### config.mk
export PLATFORM = sky130hd
export DESIGN_NAME = access_lock_controller
export DESIGN_NICKNAME = d
export VERILOG_FILES = /design/src/rtl/alc_pkg.sv /design/src/rtl/access_lock_controller.sv /design/src/rtl/alc_cfg_regs.sv /design/src/rtl/alc_core.sv /design/src/rtl/alc_sec.sv
export VERILOG_INCLUDE_DIRS = /design/src /design/src/rtl
export SDC_FILE = /design/constraint.sdc
export NUM_CORES = 2
export LEC_CHECK = 0
export ABC_AREA = 1
export ABC_CLOCK_PERIOD_IN_PS = 29300
export BUFFER_PORTS_ARGS = -buffer_cell sky130_fd_sc_hd__buf_2
export CORE_ASPECT_RATIO = 0.75
export CORE_UTILIZATION = 23
export DETAILED_ROUTE_END_ITERATION = 6
export PLACE_DENSITY_LB_ADDON = 0.15
export SLEW_MARGIN = 20
export SYNTH_ARGS = -nofsm -noshare
export SYNTH_HDL_FRONTEND = slang
export SYNTH_SLANG_ARGS = --single-unit
### constraint.sdc
create_clock -name clk_i -period 29.3 [get_ports clk_i]
set_clock_uncertainty 0.05 [all_clocks]
set_input_delay 5.86 -clock clk_i [delete_from_list [all_inputs] [get_ports clk_i]]
set_output_delay 5.86 -clock clk_i [all_outputs]
set_load 0.02 [all_outputs]
### src/rtl/assert_macros.svh
// Assertion helpers shared by the RTL. Every check is clocked on clk_i and
// is held off while rst_ni is low.
`ifndef ASSERT_MACROS_SVH
`define ASSERT_MACROS_SVH

// A condition that must hold at every rising clock edge.
`define ALC_ASSERT(lbl, cond, msg) \
  lbl: assert property (@(posedge clk_i) disable iff (!rst_ni) (cond)) \
    else $error(msg);

// A consequence that must hold in the cycle after its antecedent.
`define ALC_ASSERT_NEXT(lbl, ante, cons, msg) \
  lbl: assert property (@(posedge clk_i) disable iff (!rst_ni) (ante) |=> (cons)) \
    else $error(msg);

`endif

### src/rtl/alc_pkg.sv
package alc_pkg;

  localparam int unsigned MaxLockLevel = 4;
  localparam int unsigned ModeCount    = 17;

  // Remaining milliseconds are turned into whole seconds, rounded up, by a
  // multiplication with a scaled reciprocal of one thousand.
  localparam logic [9:0]  MsRound  = 10'd999;
  localparam logic [24:0] SecRecip = 25'd17179870;
  localparam int unsigned SecShift = 34;

  typedef enum logic [1:0] {
    CMD_TICK  = 2'd0,
    CMD_CARD  = 2'd1,
    CMD_ERROR = 2'd2,
    CMD_KEY   = 2'd3
  } cmd_e;

  typedef enum logic [1:0] {
    CARD_UNKNOWN    = 2'd0,
    CARD_REGISTERED = 2'd1,
    CARD_ADMIN      = 2'd2,
    CARD_INVALID    = 2'd3
  } card_e;

  typedef enum logic [1:0] {
    TREQ_NONE = 2'd0,
    TREQ_ADD  = 2'd1,
    TREQ_DEL  = 2'd2,
    TREQ_SET  = 2'd3
  } treq_e;

  typedef enum logic [2:0] {
    CFG_LOCK_BASE  = 3'd0,
    CFG_SPAM_WIN   = 3'd1,
    CFG_MAX_DENY   = 3'd2,
    CFG_LONG_WAIT  = 3'd3,
    CFG_SHORT_WAIT = 3'd4
  } cfg_idx_e;

  localparam logic [3:0] KeyOne   = 4'd1;
  localparam logic [3:0] KeyTwo   = 4'd2;
  localparam logic [3:0] KeyThree = 4'd3;
  localparam logic [3:0] KeyHash  = 4'd11;

  // Controller modes, one-hot. The bit position is the mode code on the bus.
  typedef enum logic [16:0] {
    M_IDLE     = 17'h00001,
    M_PASS     = 17'h00002,
    M_ADMIN    = 17'h00004,
    M_ALLOW    = 17'h00008,
    M_DENY     = 17'h00010,
    M_LOCK     = 17'h00020,
    M_ADD      = 17'h00040,
    M_DEL      = 17'h00080,
    M_CHG      = 17'h00100,
    M_ADDED    = 17'h00200,
    M_EXISTS   = 17'h00400,
    M_DELETED  = 17'h00800,
    M_NOTFOUND = 17'h01000,
    M_PROTECT  = 17'h02000,
    M_CHANGED  = 17'h04000,
    M_CHGDENY  = 17'h08000,
    M_ERR      = 17'h10000
  } mode_e;

  typedef struct packed {
    logic [15:0] lock_base_ms;
    logic [19:0] spam_window_ms;
    logic [3:0]  max_denials;
    logic [19:0] long_wait_ms;
    logic [19:0] short_wait_ms;
  } cfg_t;

  typedef struct packed {
    cmd_e       command;
    logic [1:0] card_class;
    logic [3:0] key_code;
    logic       password_ok;
  } item_t;

  typedef struct packed {
    logic [4:0]  mode;
    logic        door_open;
    logic        buzzer_active;
    treq_e       table_request;
    logic [22:0] lock_ms_left;
    logic [2:0]  level_now;
  } res_t;

  function automatic logic [4:0] mode_code(mode_e m);
    logic [4:0] c;
    c = '0;
    for (int i = 0; i < ModeCount; i++) begin
      if (m[i]) begin
        c = c | 5'(i);
      end
    end
    return c;
  endfunction

endpackage

### src/rtl/access_lock_controller.sv
// A word accepted on the slave side is held in the input register and then
// processed into the result register, whose word is offered on the master
// side, stalling there while a result is not taken. Throughput: one word
// per cycle while results are taken; the result register frees as it is taken.
// Reset (rst_ni low, asynchronous): mode idle, door closed, buzzer off, all
// timers, counters and the lock level cleared, config registers at defaults.
`include "assert_macros.svh"

module access_lock_controller (
  input  logic        clk_i,
  input  logic        rst_ni,
  // Configuration write port.
  input  logic        cfg_we_i,
  input  logic [2:0]  cfg_index_i,
  input  logic [19:0] cfg_wdata_i,
  // Event stream.
  input  logic        s_axis_tvalid,
  output logic        s_axis_tready,
  input  logic [7:0]  s_axis_tdata,  // card_class[1:0], key_code[5:2], password_ok[6]
  input  logic [1:0]  s_axis_tuser,  // command[1:0]
  // Result stream.
  output logic        m_axis_tvalid,
  input  logic        m_axis_tready,
  output logic [31:0] m_axis_tdata   // mode[4:0], door_open[5], buzzer_active[6],
                                     // table_request[8:7], lock_seconds_left[21:9],
                                     // level_now[24:22]
);
  import alc_pkg::*;

  cfg_t  cfg;
  item_t in_q, in_d;
  logic  in_valid_q, in_valid_d;
  res_t  res, out_q;
  logic  out_valid_q, out_valid_d;
  logic  advance;
  logic [12:0] secs;

  alc_cfg_regs u_cfg (
    .clk_i       (clk_i),
    .rst_ni      (rst_ni),
    .cfg_we_i    (cfg_we_i),
    .cfg_index_i (cfg_index_i),
    .cfg_wdata_i (cfg_wdata_i),
    .cfg_o       (cfg)
  );

  // The word in the input register is processed when the result register
  // is empty or its word is being taken in this cycle. The state update and
  // the result capture happen on the same edge, so the controller state
  // always reflects every word that has reached the result register.
  assign advance       = in_valid_q && (!out_valid_q || m_axis_tready);
  assign s_axis_tready = !in_valid_q || advance;

  always_comb begin
    in_d.command     = cmd_e'(s_axis_tuser);
    in_d.card_class  = s_axis_tdata[1:0];
    in_d.key_code    = s_axis_tdata[5:2];
    in_d.password_ok = s_axis_tdata[6];
  end

  always_comb begin
    in_valid_d = in_valid_q;
    if (s_axis_tready) begin
      in_valid_d = s_axis_tvalid;
    end
    out_valid_d = out_valid_q;
    if (advance) begin
      out_valid_d = 1'b1;
    end else if (m_axis_tready) begin
      out_valid_d = 1'b0;
    end
  end

  alc_core u_core (
    .clk_i  (clk_i),
    .rst_ni (rst_ni),
    .cfg_i  (cfg),
    .adv_i  (advance),
    .item_i (in_q),
    .res_o  (res)
  );

  always_ff @(posedge clk_i or negedge rst_ni) begin
    if (!rst_ni) begin
      in_valid_q  <= 1'b0;
      out_valid_q <= 1'b0;
    end else begin
      in_valid_q  <= in_valid_d;
      out_valid_q <= out_valid_d;
    end
  end

  // Payload registers carry no reset.
  always_ff @(posedge clk_i) begin
    if (s_axis_tready && s_axis_tvalid) begin
      in_q <= in_d;
    end
    if (advance) begin
      out_q <= res;
    end
  end

  // The remaining lockout time is held in milliseconds and converted to
  // seconds behind the result register.
  alc_sec u_sec (
    .ms_i  (out_q.lock_ms_left),
    .sec_o (secs)
  );

  assign m_axis_tvalid = out_valid_q;
  assign m_axis_tdata  = {7'd0, out_q.level_now, secs, out_q.table_request,
                          out_q.buzzer_active, out_q.door_open, out_q.mode};

  `ALC_ASSERT(a_no_overwrite, !(advance && out_valid_q && !m_axis_tready), "result overwritten")
  `ALC_ASSERT_NEXT(a_in_held, in_valid_q && !advance, in_valid_q, "pending word lost")
  `ALC_ASSERT_NEXT(a_out_set, advance, out_valid_q, "processed word not presented")

endmodule

### src/rtl/alc_cfg_regs.sv
module alc_cfg_regs (
  input  logic          clk_i,
  input  logic          rst_ni,
  input  logic          cfg_we_i,
  input  logic [2:0]    cfg_index_i,
  input  logic [19:0]   cfg_wdata_i,
  output alc_pkg::cfg_t cfg_o
);
  import alc_pkg::*;

  cfg_t cfg_q, cfg_d;

  always_comb begin
    cfg_d = cfg_q;
    if (cfg_we_i) begin
      case (cfg_idx_e'(cfg_index_i))
        CFG_LOCK_BASE:  cfg_d.lock_base_ms   = cfg_wdata_i[15:0];
        CFG_SPAM_WIN:   cfg_d.spam_window_ms = cfg_wdata_i;
        CFG_MAX_DENY:   cfg_d.max_denials    = cfg_wdata_i[3:0];
        CFG_LONG_WAIT:  cfg_d.long_wait_ms   = cfg_wdata_i;
        CFG_SHORT_WAIT: cfg_d.short_wait_ms  = cfg_wdata_i;
        default:        cfg_d = cfg_q;
      endcase
    end
  end

  always_ff @(posedge clk_i or negedge rst_ni) begin
    if (!rst_ni) begin
      cfg_q.lock_base_ms   <= 16'd3000;
      cfg_q.spam_window_ms <= 20'd10000;
      cfg_q.max_denials    <= 4'd3;
      cfg_q.long_wait_ms   <= 20'd10000;
      cfg_q.short_wait_ms  <= 20'd3000;
    end else begin
      cfg_q <= cfg_d;
    end
  end

  assign cfg_o = cfg_q;

endmodule

### src/rtl/alc_core.sv
`include "assert_macros.svh"

module alc_core (
  input  logic           clk_i,
  input  logic           rst_ni,
  input  alc_pkg::cfg_t  cfg_i,
  input  logic           adv_i,
  input  alc_pkg::item_t item_i,
  output alc_pkg::res_t  res_o
);
  import alc_pkg::*;

  mode_e       state_q, state_d, nxt;
  logic        door_q, door_d;
  logic        buzz_q, buzz_d;
  logic [3:0]  dcnt_q, dcnt_d;
  logic [31:0] dstart_q, dstart_d;
  logic [31:0] now_q, now_d;
  logic [31:0] wait_q, wait_d;
  logic [2:0]  level_q, level_d;
  logic [22:0] len_q, len_d;

  card_e       cls;
  treq_e       req;
  logic [31:0] elapsed, elapsed_fin;
  logic [31:0] dstart_new;
  logic [3:0]  dcnt_base, dcnt_new;
  logic [2:0]  level_up;
  logic        long_exp, short_exp;

  // An out-of-range card class counts as an unknown card.
  assign cls = (card_e'(item_i.card_class) == CARD_INVALID) ? CARD_UNKNOWN
                                                           : card_e'(item_i.card_class);

  assign now_d     = now_q + 32'(item_i.command == CMD_TICK);
  assign elapsed   = now_d - wait_q;
  assign long_exp  = elapsed > {12'd0, cfg_i.long_wait_ms};
  assign short_exp = elapsed > {12'd0, cfg_i.short_wait_ms};

  // Denial bookkeeping for an unknown card seen in idle.
  assign dstart_new = (dcnt_q == 4'd0) ? now_d : dstart_q;
  assign dcnt_base  = ((now_d - dstart_new) > {12'd0, cfg_i.spam_window_ms}) ? 4'd0 : dcnt_q;
  assign dcnt_new   = dcnt_base + 4'd1;

  always_comb begin
    nxt      = state_q;
    wait_d   = wait_q;
    dcnt_d   = dcnt_q;
    dstart_d = dstart_q;
    level_d  = level_q;
    len_d    = len_q;
    door_d   = door_q;
    buzz_d   = buzz_q;
    req      = TREQ_NONE;
    level_up = '0;

    case (state_q)
      M_IDLE: begin
        if (item_i.command == CMD_CARD) begin
          if (cls == CARD_ADMIN || cls == CARD_REGISTERED) begin
            dcnt_d  = '0;
            level_d = '0;
            nxt     = (cls == CARD_ADMIN) ? M_ADMIN : M_ALLOW;
          end else begin
            dstart_d = dstart_new;
            if (dcnt_new >= cfg_i.max_denials) begin
              dcnt_d = '0;
              nxt    = M_LOCK;
            end else begin
              dcnt_d = dcnt_new;
              nxt    = M_DENY;
            end
          end
          wait_d = now_d;
        end else if (item_i.command == CMD_ERROR) begin
          nxt = M_ERR;
        end else if (item_i.command == CMD_KEY && item_i.key_code == KeyHash) begin
          nxt = M_PASS;
        end
      end
      M_PASS: begin
        if (item_i.command == CMD_KEY && item_i.key_code == KeyHash) begin
          if (item_i.password_ok) begin
            level_d = '0;
            nxt     = M_ALLOW;
          end else begin
            nxt = M_DENY;
          end
          wait_d = now_d;
        end
      end
      M_ADMIN: begin
        // A menu key wins over a timeout seen on the same event.
        if (long_exp) begin
          nxt = M_IDLE;
        end
        if (item_i.command == CMD_KEY && (item_i.key_code inside {[KeyOne:KeyThree]})) begin
          nxt    = (item_i.key_code == KeyOne) ? M_ADD :
                   (item_i.key_code == KeyTwo) ? M_DEL : M_CHG;
          wait_d = now_d;
        end
      end
      M_LOCK: begin
        if (elapsed >= {9'd0, len_q}) begin
          nxt = M_IDLE;
        end
      end
      M_ADD, M_DEL, M_CHG: begin
        if (long_exp) begin
          nxt = M_IDLE;
        end else if (item_i.command == CMD_ERROR) begin
          nxt = M_ERR;
        end else if (item_i.command == CMD_CARD) begin
          if (state_q == M_ADD) begin
            if (cls == CARD_UNKNOWN) begin
              nxt = M_ADDED;
              req = TREQ_ADD;
            end else begin
              nxt = M_EXISTS;
            end
          end else if (state_q == M_DEL) begin
            if (cls == CARD_REGISTERED) begin
              nxt = M_DELETED;
              req = TREQ_DEL;
            end else begin
              nxt = (cls == CARD_UNKNOWN) ? M_NOTFOUND : M_PROTECT;
            end
          end else begin
            if (cls == CARD_UNKNOWN) begin
              nxt = M_CHANGED;
              req = TREQ_SET;
            end else begin
              nxt = M_CHGDENY;
            end
            wait_d = now_d;
          end
        end
      end
      M_ERR: begin
        if (item_i.command != CMD_ERROR) begin
          nxt = M_IDLE;
        end
      end
      default: begin
        // Result message modes fall back to idle after the short wait.
        if (short_exp) begin
          nxt = M_IDLE;
        end
      end
    endcase

    // Entry actions run only on a change of mode.
    if (nxt != state_q) begin
      case (nxt)
        M_IDLE: begin
          door_d = 1'b0;
          buzz_d = 1'b0;
        end
        M_ADMIN, M_ALLOW: begin
          door_d = 1'b1;
        end
        M_DENY: begin
          buzz_d = 1'b1;
        end
        M_ERR: begin
          door_d = 1'b0;
          buzz_d = 1'b1;
        end
        M_LOCK: begin
          door_d   = 1'b0;
          buzz_d   = 1'b1;
          level_up = (level_d < 3'(MaxLockLevel)) ? level_d + 3'd1 : level_d;
          if (level_up == 3'd0) begin
            level_up = 3'd1;
          end
          level_d = level_up;
          len_d   = 23'({7'd0, cfg_i.lock_base_ms} << (level_up - 3'd1));
          wait_d  = now_d;
        end
        default: begin
          door_d = door_q;
        end
      endcase
    end
    state_d = nxt;
  end

  assign elapsed_fin = now_d - wait_d;

  always_comb begin
    res_o.mode          = mode_code(state_d);
    res_o.door_open     = door_d;
    res_o.buzzer_active = buzz_d;
    res_o.table_request = req;
    res_o.level_now     = level_d;
    if (state_d == M_LOCK && elapsed_fin < {9'd0, len_d}) begin
      res_o.lock_ms_left = len_d - elapsed_fin[22:0];
    end else begin
      res_o.lock_ms_left = '0;
    end
  end

  always_ff @(posedge clk_i or negedge rst_ni) begin
    if (!rst_ni) begin
      state_q  <= M_IDLE;
      door_q   <= 1'b0;
      buzz_q   <= 1'b0;
      dcnt_q   <= '0;
      dstart_q <= '0;
      now_q    <= '0;
      wait_q   <= '0;
      level_q  <= '0;
      len_q    <= '0;
    end else if (adv_i) begin
      state_q  <= state_d;
      door_q   <= door_d;
      buzz_q   <= buzz_d;
      dcnt_q   <= dcnt_d;
      dstart_q <= dstart_d;
      now_q    <= now_d;
      wait_q   <= wait_d;
      level_q  <= level_d;
      len_q    <= len_d;
    end
  end

  `ALC_ASSERT(a_level_max, level_q <= 3'(MaxLockLevel), "lock level above its maximum")
  `ALC_ASSERT(a_lock_safe, state_q != M_LOCK || (buzz_q && !door_q), "lockout with door open")
  `ALC_ASSERT(a_err_safe, state_q != M_ERR || (buzz_q && !door_q), "error mode with door open")

endmodule

### src/rtl/alc_sec.sv
module alc_sec (
  input  logic [22:0] ms_i,
  output logic [12:0] sec_o
);
  import alc_pkg::*;

  logic [23:0] ms_up;
  logic [48:0] prod;

  // ceil(ms / 1000) as (ms + 999) times a scaled reciprocal; exact below 2^24.
  assign ms_up = {1'b0, ms_i} + 24'(MsRound);
  assign prod  = 49'(ms_up) * 49'(SecRecip);
  assign sec_o = prod[SecShift+12:SecShift];

endmodule
# --- Word-level counts from Yosys, hierarchy flattened ---
# Cells that the tools add are included.
word_totals:
  reg_bits: 271
op_classes:
  n_addsub: 9
  n_mul: 1
  magnitude_cmp: 9
  n_eq_ne: 29
  shift: 1
  n_mux: 80
  bitwise_logic: 3
  reduce_logical: 29
ops:
  columns: ["cell", "n"]
  rows:
  - ["2-to-1 mux 32 bit", 11]
  - ["2-to-1 mux 17 bit", 17]
  - ["case mux 32 bit (4 select lines)", 1]
  - ["case mux 17 bit (6 select lines)", 1]
  - ["greater-than comparator 32 x 20 -> 1 bit", 3]
  - ["subtractor 32 bit", 3]
  - ["2-to-1 mux 4 bit", 12]
  - ["multiplier 24 x 24 -> 46 bit (second input constant)", 1]
  - ["2-to-1 mux 23 bit", 2]
  - ["2-to-1 mux 3 bit", 14]
  - ["equality test 17 x 1 -> 1 bit (second input constant)", 2]
  - ["equality test 17 bit (second input constant)", 2]
  - ["equality test 17 x 3 -> 1 bit (second input constant)", 2]
  - ["equality test 17 x 6 -> 1 bit (second input constant)", 2]
  - ["adder 32 x 1 -> 32 bit", 1]
  - ["greater-or-equal comparator 32 x 23 -> 1 bit", 1]
  - ["less-than comparator 32 x 23 -> 1 bit", 1]
  - ["adder 23 x 10 -> 24 bit (second input constant)", 1]
  - ["left shift 16 x 3 -> 23 bit", 1]
  - ["subtractor 23 bit", 1]
  - ["equality test 17 x 2 -> 1 bit (second input constant)", 1]
  - ["equality test 17 x 4 -> 1 bit (second input constant)", 1]
  - ["equality test 17 x 5 -> 1 bit (second input constant)", 1]
  - ["equality test 17 x 7 -> 1 bit (second input constant)", 1]
  - ["other kinds (43)", 78]

# --- Logic depth before layout (Yosys ltp) ---
logic_depth:
  depth_word: 27
  depth_mapped: 80

# --- Modules after synthesis ---
# From an unflattened synthesis, not the netlist that was laid out.
hier_totals:
  cells_unflattened: 5107
  hier_area_um2: 35957.0
modules_own_cells:
  columns: ["module", "instances", "cells_per_inst", "area_per_inst_um2", "seq_area_each_um2"]
  rows:
  - ["alc_core", 1, 3263, 20455.9, 3629.7]
  - ["alc_sec", 1, 1408, 10714.0, 0.0]
  - ["alc_cfg_regs", 1, 360, 3224.3, 2034.5]
  - ["access_lock_controller", 1, 76, 1562.7, 1371.3]

# --- Worst setup path before layout ---
# No wires, ideal clock.
synth_path:
  path_kind: "reg-to-output"
  startpoint: "reg out_q[3] in the netlist's numbering"
  endpoint: "out m_axis_tdata[21]"
  arrival_ns: 7.906
  required_ns: 23.390
  path_slack_ns: 15.484
  stages_incl_launch_ff: 34
  n_path_buf: 0
  cell_sequence: "edfxtp_1 inv_1 ha_1 a21oi_1 nand2_1 nand2_1 nor3_1 a21oi_1 nand2_1 nor2_1 nand3_1 nand3b_1 nor3b_1 xor2_1 fa_1 fa_1 ha_1 fa_1 fa_1 inv_1 fa_1 inv_1 fa_1 ha_1 nand4_1 nor2_1 a221oi_1 o41ai_1 a21o_1 nand2_1 o211ai_1 a21oi_1 o21ai_0 xor2_1"
synth_via:
  elab_chain_len: 2
synth_lines:
  columns: ["item", "line", "rtl"]
  rows:
  - ["start, declared", "access_lock_controller.sv:33", "res_t res, out_q;"]
  - ["start signal, assigned", "access_lock_controller.sv:99", "out_q <= res;"]
  - ["adder 23 x 10 -> 24 bit", "alc_sec.sv:11", "assign ms_up = {1'b0, ms_i} + 24'(MsRound);"]
  - ["multiplier 24 x 24 -> 46 bit", "alc_sec.sv:12", "assign prod = 49'(ms_up) * 49'(SecRecip);"]
  - ["end, declared", "access_lock_controller.sv:24", "output logic [31:0] m_axis_tdata"]
# Every way passes these cells.

# --- Worst setup path after layout ---
# Ends and elaborated chain as after synthesis.

==> flow_summary_export.csv <==
group,metric,value,unit
timing,slew_violations,0,
critical_path,worstPathArrival,10090,ps
route,wl_per_cell,17.2,µm
timing,timing.final.crit_period,16000,ps
logic_synthesis,synth_edf_count,44,
logic_synthesis,synth-seq-cells,271,
route,drt_wl_total,111000,µm
clock_tree,cts-root-buf,"clkbuf_16",
logic_synthesis,synth.area.top_cells,"ha_1 18%, dfrtp_1 15%, fa_1 11%, inv_1 10%, nand2_1 9.6%",
critical_path,crit_path_max_fanout,9,
global_route,grt_max_degree,88,
critical_path,crit_top_cell,"inv_1",
timing,fin_setup_tns,0,ps
logic_synthesis,netlist_top_cells_count,"890 x inv_1, 851 x nand2_1, 473 x ha_1",
die,die_y,332,µm
clock_tree,cts_buffer_depth,3,
critical_path,r2r-end,"out_q[16]$_SDFFCE_PN0P_",
logic_synthesis,ys_types,74,
logic_synthesis,syn_area_per_cell,7.41,µm²
hold_path,holdPathStages,2,
global_route,grt_pass1_vias,28377,
route,dr.pass1.iters,6,
hold_path,min_to,"u_core.dstart_q[19]$_DFFE_PN0P_",
global_route,grt.total_usage,15.1,%
die,dieArea,0.147,mm²
place,io_buffers,63,
clock_tree,post_cts.repair.setup_buffers,0,
timing,max_freq,62.5,MHz
critical_path,setup.worst_path.end_class,"output port",
logic_synthesis,ys.flop_type,"dfrtp_1",
timing,rsz0062_at_grt,"false",
route,wl_met3,4200,µm
timing,hold_viol,0,
route,top_layer_used,"met4",
die,core,0.144,mm²
critical_path,start_kind,"register",
logic_synthesis,synth_area,0.0334,mm²
route,wl_met1,59700,µm
global_route,grt_overflow,0,
critical_path,path_delay_family,"adder cells",
logic_synthesis,syn_inst,4512,
critical_path,crit_buf_inv,10,
logic_synthesis,synthArstFlopShare,83.8,%
global_route,antenna_found_initial,6,
clock_tree,cts_htree_levels,2,
critical_path,cp.required,23390,ps
place,dp.final_hpwl,90800,µm
logic_synthesis,synth_top_cell_by_area,"ha_1",
hold_path,hold_path_class,"register to register",
route,drc,0,
clock_tree,clk_pin_slew,50,ps
clock_tree,cts_buffers,40,
timing,setup_viol,0,
critical_path,max_stage_delay,810,ps
clock_tree,clock_latency,620,ps
hold_path,worstHoldStart,"u_core.dstart_q[19]$_DFFE_PN0P_",
die,initial_core_util,23.3,%
route,via_count,28857,
critical_path,slowest_stage,"o41ai_1",
critical_path,reg2reg_from,"in_q[8]$_DFFE_PP_",
clock_tree,cts_sinks,271,
place,place.gp.congestion,0.880,
final_layout,layout-drive-gt1-share,6.83,%
timing,min_period_over_period,54.6,%
timing,tightest_slew,1010,ps
final_layout,n_fill_cell,15938,
logic_synthesis,yosysWarningCount,0,
logic_synthesis,ys_seq_area_share,21.0,%
clock_tree,cts_tree,"done",
timing,relSlewSlack,32.4,%
status,status,"finished clean",
route,wl_met2,45100,µm
route,viasPerCell,4.46,
final_layout,area.growth.synth_to_final,11.4,%
critical_path,worst-r2r-setup-slack,16020,ps
critical_path,critPathKind,"register to output port",
die,rows,120,
critical_path,ff2ff_path_depth,68,
final_layout,final_nets,5226,
flow_run,cap_violations,0,
clock_tree,postCtsResizedCells,0,
route,initialDrtViolationCount,1993,
logic_synthesis,synth.top_cell.area_share,17.7,%
global_route,grt_pass1_wl,172000,µm
logic_synthesis,synth.most_common_cell,"inv_1",
clock_tree,holdBufCountCts,0,
die,io_pins,72,
route,ant_nets,0,
die,die_x,442,µm
[state kept, by name (all words and copies together), names as in the netlist]
| signal | flops |
|---|---|
| out_q | 23 |
| u_cfg.cfg_o | 80 |
| u_core.door_q | 1 |
| u_core.len_q | 23 |
| m_axis_tvalid | 1 |
| u_core.level_q | 3 |
| u_core.dstart_q | 32 |
| u_core.buzz_q | 1 |
| m_axis_tdata | 12 |
| u_core.state_q | 17 |
| in_q | 9 |
| in_valid_q | 1 |
| u_core.now_q | 32 |
| u_core.dcnt_q | 4 |
| u_core.wait_q | 32 |
[through the flow]
step | utilization [%] | hold WS [ps] | area (µm²) | cells | setup slack [ps]
global placement | 25.0 | 411 | 35800 | 6386 | 13740
finish | 26.0 | 425 | 37300 | 6464 | 13300
global route | 25.9 | 451 | 37200 | 6459 | 12460
detailed placement | 25.0 | 417 | 35800 | 6386 | 13750
CTS | 25.9 | 430 | 37200 | 6459 | 13040
floorplan | - | 398 | 33500 | 4518 | 15480
[cells in the final DEF (no fill, tap or decap), types with 27 or more instances in the layout]
master,n
inv_1,889
nand2_1,849
ha_1,473
o21ai_0,375
nor2_1,297
a21oi_1,274
dfrtp_1,200
fa_1,178
nand3_1,145
xor2_1,97
nand4_1,79
buf_2,62
nor3_1,46
xnor2_1,44
o211ai_1,44
edfxtp_1,44
clkbuf_16,40
o21ai_1,33
buf_4,33
dfstp_2,27
[kinds of logic after synthesis]
kind of cell | count (synthesis) | share of synthesized area, %
simple gates | 1524 | 19.6
flops | 271 | 21.0
fa+ha+maj | 651 | 28.4
compound gates | 884 | 14.8
mux | 13 | 0.415
xor+xnor | 142 | 3.74
other cells | 1 | 0.0112
buf+inv | 1026 | 11.9
[cell type report]
cell class                      instances  area [µm²]  share of cell area, %
Tap cell                             1891        2370                   6.35
Sequential cell                       271        7040                   18.9
Inverter                              907        3410                   9.15
Timing Repair Buffer                   96         573                   1.54
Antenna cell                            5        12.5                 0.0336
Multi-Input combinational cell       3221       22500                   60.3
Clock buffer                           48        1090                   2.93
Clock inverter                         25         312                  0.836
[worst min-delay path, stage by stage, from the launching register on]
cell and delay, ps:
dfrtp_1 330, nand2_1 50, o21ai_0 60
[worst max path at each step]
stage                            from          endpoint  slack, ps  cells after the start
2_1_floorplan  out_q[3]$_SDFFCE_PN0P_  m_axis_tdata[21]      15480                     33
3_3_place_gp   out_q[3]$_SDFFCE_PN0P_  m_axis_tdata[21]      13740                     39
3_5_place_dp   out_q[3]$_SDFFCE_PN0P_  m_axis_tdata[21]      13750                     39
4_1_cts        out_q[3]$_SDFFCE_PN0P_  m_axis_tdata[21]      13040                     39
5_1_grt        out_q[3]$_SDFFCE_PN0P_  m_axis_tdata[21]      12460                     39
6_report       out_q[3]$_SDFFCE_PN0P_  m_axis_tdata[21]      13300                     39
[routing by layer]
metal	GRT usage, %	vias to the layer above
li1	-	14702
met1	23.2	13546
met2	22.2	516
met3	1.53	93
met4	3.52	0
met5	0	-
Power is left out: the tool's default activity adds up to more than one toggle a clock period on the data nets, which glitch-free logic cannot reach.
